[src/hdl/ctmc_pkg.sv]
// Shared types and constants for the class transition matrix counter.
// Holds the function codes, controller states and the command/status structs.
// No dependencies.
`timescale 1ns / 1ps
`default_nettype none

package ctmc_pkg;

  localparam int MAX_CLASSES_DEF = 16;
  localparam int COUNT_BITS_DEF  = 32;

  localparam int CODE_W     = 16;
  localparam int FUNC_W     = 2;
  localparam int RC_W       = 4;
  localparam int CNT_OUT_W  = 32;
  localparam int CFG_IDX_W  = 1;
  localparam int CFG_DATA_W = 16;
  localparam int OFF_W      = CODE_W + 1;

  typedef enum logic [FUNC_W-1:0] {
    FUNC_ACC   = 2'd0,
    FUNC_READ  = 2'd1,
    FUNC_CLEAR = 2'd2,
    FUNC_NOP   = 2'd3
  } func_t;

  typedef enum logic [CFG_IDX_W-1:0] {
    CFG_LOW_CODE  = 1'b0,
    CFG_HIGH_CODE = 1'b1
  } cfg_reg_t;

  typedef enum logic [2:0] {
    ST_INIT,
    ST_IDLE,
    ST_CHECK,
    ST_READ,
    ST_CLEAR,
    ST_UPDATE
  } state_t;

  typedef struct packed {
    logic capture;   // latch the accepted transaction
    logic check;     // register range check and cell index
    logic rd_en;     // read the addressed cell
    logic clr_wr;    // write one zero of the clearing sweep
    logic upd;       // finish: write back and load the result register
  } cmd_t;

  typedef struct packed {
    logic is_clear;  // captured transaction is a clear
    logic clr_last;  // sweep is at its last cell
    logic out_free;  // result register can take a new result this cycle
  } status_t;

endpackage

`default_nettype wire

[src/hdl/ctmc_ctrl.sv]
// Controller state machine for the class transition matrix counter.
// Sequences capture, check, read, clear sweep and update. Uses ctmc_pkg.
`timescale 1ns / 1ps
`default_nettype none

module ctmc_ctrl
  import ctmc_pkg::*;
(
  input  wire logic    clk,
  input  wire logic    rst_n,
  input  wire logic    in_valid,
  output logic         in_stall,
  input  wire status_t sts,
  output cmd_t         cmd
);

  state_t state_r;
  state_t state_nxt;

  always_ff @(posedge clk) begin
    if (!rst_n) begin
      state_r <= ST_INIT;
    end else begin
      state_r <= state_nxt;
    end
  end

  always_comb begin
    state_nxt = state_r;
    case (state_r)
      ST_INIT: begin
        if (sts.clr_last) state_nxt = ST_IDLE;
      end
      ST_IDLE: begin
        if (in_valid) state_nxt = ST_CHECK;
      end
      ST_CHECK: begin
        state_nxt = sts.is_clear ? ST_CLEAR : ST_READ;
      end
      ST_READ: begin
        state_nxt = ST_UPDATE;
      end
      ST_CLEAR: begin
        if (sts.clr_last) state_nxt = ST_UPDATE;
      end
      ST_UPDATE: begin
        if (sts.out_free) state_nxt = ST_IDLE;
      end
      default: begin
        state_nxt = ST_INIT;
      end
    endcase
  end

  always_comb begin
    cmd      = '0;
    in_stall = 1'b1;
    case (state_r)
      ST_INIT: begin
        cmd.clr_wr = 1'b1;
      end
      ST_IDLE: begin
        in_stall    = 1'b0;
        cmd.capture = in_valid;
      end
      ST_CHECK: begin
        cmd.check = 1'b1;
      end
      ST_READ: begin
        cmd.rd_en = 1'b1;
      end
      ST_CLEAR: begin
        cmd.clr_wr = 1'b1;
      end
      ST_UPDATE: begin
        cmd.upd = sts.out_free;
      end
      default: begin
        cmd = '0;
      end
    endcase
  end

endmodule

`default_nettype wire

[config.mk]
export PLATFORM = sky130hd
export DESIGN_NAME = ctmc_ctrl
export DESIGN_NICKNAME = d
export VERILOG_FILES = /design/src/hdl/ctmc_pkg.sv /design/src/hdl/ctmc_ctrl.sv
export SDC_FILE = /design/constraint.sdc
export NUM_CORES = 1
export LEC_CHECK = 0
export ABC_AREA = 1
export BUFFER_PORTS_ARGS = -buffer_cell sky130_fd_sc_hd__buf_4
export CORE_AREA = 2 2 39 41
export DETAILED_ROUTE_END_ITERATION = 8
export DIE_AREA = 0 0 41 43
export SKIP_CTS_REPAIR_TIMING = 1
export SLEW_MARGIN = 15
export SYNTH_ARGS = -nofsm -noshare
export SYNTH_HDL_FRONTEND = slang
export SYNTH_SLANG_ARGS = --single-unit
[constraint.sdc]
create_clock -name clk -period 2.4 [get_ports clk]
set_clock_uncertainty 0.05 [all_clocks]
set_input_delay 0.12 -clock clk [delete_from_list [all_inputs] [get_ports clk]]
set_output_delay 0.12 -clock clk [all_outputs]
set_load 0.05 [all_outputs]
==> results.sh <==
export IMPL_status="completed"
export IMPL_use_met1_pct=9.27
export IMPL_vias_per_cell=3.88
export IMPL_grt_pass1_vias=265
export IMPL_synth_common_cells="nand2_1 (11), nor2_1 (6), inv_1 (5), dfxtp_1 (3), inv_2 (3)"
export IMPL_synth_cell_area_um2=244
export IMPL_rsz0062_at_grt="false"
export IMPL_cts_root_buf="clkbuf_4"
export IMPL_required_ns=2.23
export IMPL_reg2reg_to="state_r[2]"
export IMPL_drive_gt1_share_pct=42.9
export IMPL_fill_cells=169
export IMPL_cp_end_kind="primary output"
export IMPL_grt_pass1_wl_um=979
export IMPL_ys_ff_latch=3
export IMPL_rows=14
export IMPL_synth_area_leaders="dfxtp_1 (25%), nand2_1 (17%), nor2_1 (9.2%), inv_1 (7.7%), nor2_2 (5.1%)"
export IMPL_yosysMostFrequentCell="nand2_1"
export IMPL_setup_worst_path_start="state_r[0]"
export IMPL_setup_viol=0
export IMPL_grt_usage_pct=8.62
export IMPL_max_freq_mhz=710
export IMPL_synth_top_area_cell="dfxtp_1"
export IMPL_coreArea_um2=1380
export IMPL_drt_iter0_drc=6
export IMPL_crit_type="reg -> out"
export IMPL_rr_worst_depth=7
export IMPL_clk_path_buf_depth=2
export IMPL_crit_path_start_kind="register"
export IMPL_crit_slowest_cell="dfxtp_1"
export IMPL_io_buffers=11
export IMPL_pin_count=12
export IMPL_firstDrtPassIters=2
export IMPL_min_period_ns=1.41
export IMPL_drtAntennaViolNets=0
export IMPL_maxCapViolations=0
export IMPL_slew_violations=0
export IMPL_clk_latency_ns=0.23
export IMPL_largestRegisters="state_r (3)"
export IMPL_r2r_start="state_r[0]"
export IMPL_min_path_type="in -> reg"
export IMPL_die_y_um=43
export IMPL_async_flop_share_pct=0
export IMPL_cts_buffers=3
export IMPL_dieArea_um2=1760
export IMPL_initial_core_util_pct=17.6
export IMPL_critPathCapture="cmd[0]"
export IMPL_cts_sinks=3
export IMPL_report_final_hold_viol_count=0
export IMPL_multi_input_area_um2=150
export IMPL_post_route_period_util_pct=58.7
export IMPL_busiest_layer="met2"
export IMPL_synth_edf_count=0
export IMPL_cts_tree="yes"
export IMPL_vias=279
export IMPL_largest_reg_flops=3
export IMPL_diodes=0
export IMPL_synth_nets=47
export IMPL_yosys_warnings=0
export IMPL_grt_use_met3_pct=3.14
export IMPL_yosys_most_used_dff="dfxtp_1"
export IMPL_route_detailed_drc=0
export IMPL_nets=63
export IMPL_grt_max_degree=8
export IMPL_use_met2_pct=12.2
export IMPL_synth_area_per_cell_um2=5.95
export IMPL_r2r_slack_ns=1.28
export IMPL_synth_top_area_share_pct=24.6
export IMPL_crit_family="flip-flops"
export IMPL_slew_headroom_pct=83.9
export IMPL_ys_types=16
export IMPL_syn2layout_area_growth_pct=52.8
export IMPL_path_cells="inv_2 -> nor4_1 -> buf_4"
export IMPL_peakVddDrop_v=0.000183
export IMPL_htreeDepth=1
export IMPL_slowest_delay_ns=0.41
export IMPL_crit_buf_inv=2
export IMPL_fp_dieW_um=41
export IMPL_gp_congestion=0.681
export IMPL_p_leak_nw=0.204
export IMPL_tightest_slew_ns=0.239
export IMPL_final_seq_area_um2=60.1
export IMPL_wirelength_um=566
export IMPL_path_depth=3
export IMPL_wl_per_cell_um=7.86
export IMPL_path_max_fanout=5
export IMPL_top_register="state_r"
export IMPL_ys_seq_area_share_pct=24.6
export IMPL_clk_pin_slew_ns=0.03
export IMPL_power_density_nw_per_um2=925
export IMPL_antenna_found_initial=0
export IMPL_worstPathArrival_ns=1.24
export IMPL_syn_inst=41
export IMPL_tns_ns=0
export IMPL_gr_total_overflow=0
export IMPL_finalPower_mw=0.345
export IMPL_dp_hpwl_um=469
[metrics by stage]
stage	setup WS [ns]	cell area (um^2)	instances	util [%]	hold WS, ns
finish	0.991	373	72	26.9	0.0416
detailed placement	1.21	347	68	25.0	0.276
global route	0.872	373	72	26.9	0.0519
CTS	0.952	373	72	26.9	0.0318
floorplan	0.257	244	41	-	0.168
global placement	1.22	347	68	25.0	0.282
[worst min-delay path, cell delays in order]
cell and delay, ns:
buf_4 0.09, nand2_1 0.04, inv_1 0.04
[layout make-up]
class	instances	area share, %
Inverter	9	9.06
Tap cell	16	5.37
Multi-Input combinational cell	29	40.3
Clock buffer	4	7.05
Timing Repair Buffer	11	22.1
Sequential cell	3	16.1
[worst min-delay path by stage]
stage	cells after the start	start	endpoint
finish	3	rst_n	state_r[0]
global route	3	rst_n	state_r[0]
CTS	3	rst_n	state_r[0]
detailed placement	3	rst_n	state_r[0]
global placement	3	rst_n	state_r[0]
floorplan	2	rst_n	state_r[0]
[logic make-up after synthesis]
group,Yosys count,share of synthesized area [%]
buffers and inverters,9,13.8
AO/OA/AOI/OAI,2,5.64
AND/OR/NAND/NOR,27,55.9
flip-flops,3,24.6
[power breakdown]
group | total (mW) | internal (mW) | switching, mW
combinational | 0.183 | 0.0606 | 0.123
clock | 0.0871 | 0.0622 | 0.0249
sequential | 0.0744 | 0.0608 | 0.0135
total | 0.345 | 0.184 | 0.161
[layout by cell type (no fill, tap or decap)]
cell	instances
nand2_1	11
clkinv_1	1
nand3_2	1
dfxtp_1	3
clkbuf_1	1
o21ai_0	1
nand3_1	2
nand4_1	1
inv_1	5
inv_2	3
nor2_1	6
buf_4	11
nor3b_2	1
nor2_2	2
clkbuf_4	3
nor4_1	1
nand2_2	1
o21ai_2	1
and2_4	1
[layer usage]
layer  vias up  part of all wire [%]
li1        155                     -
met1       117                    42
met2         7                    51
met3         0                   6.9
met4         0                     0
met5         -                     0
Power figures use the tool's default switching activity.
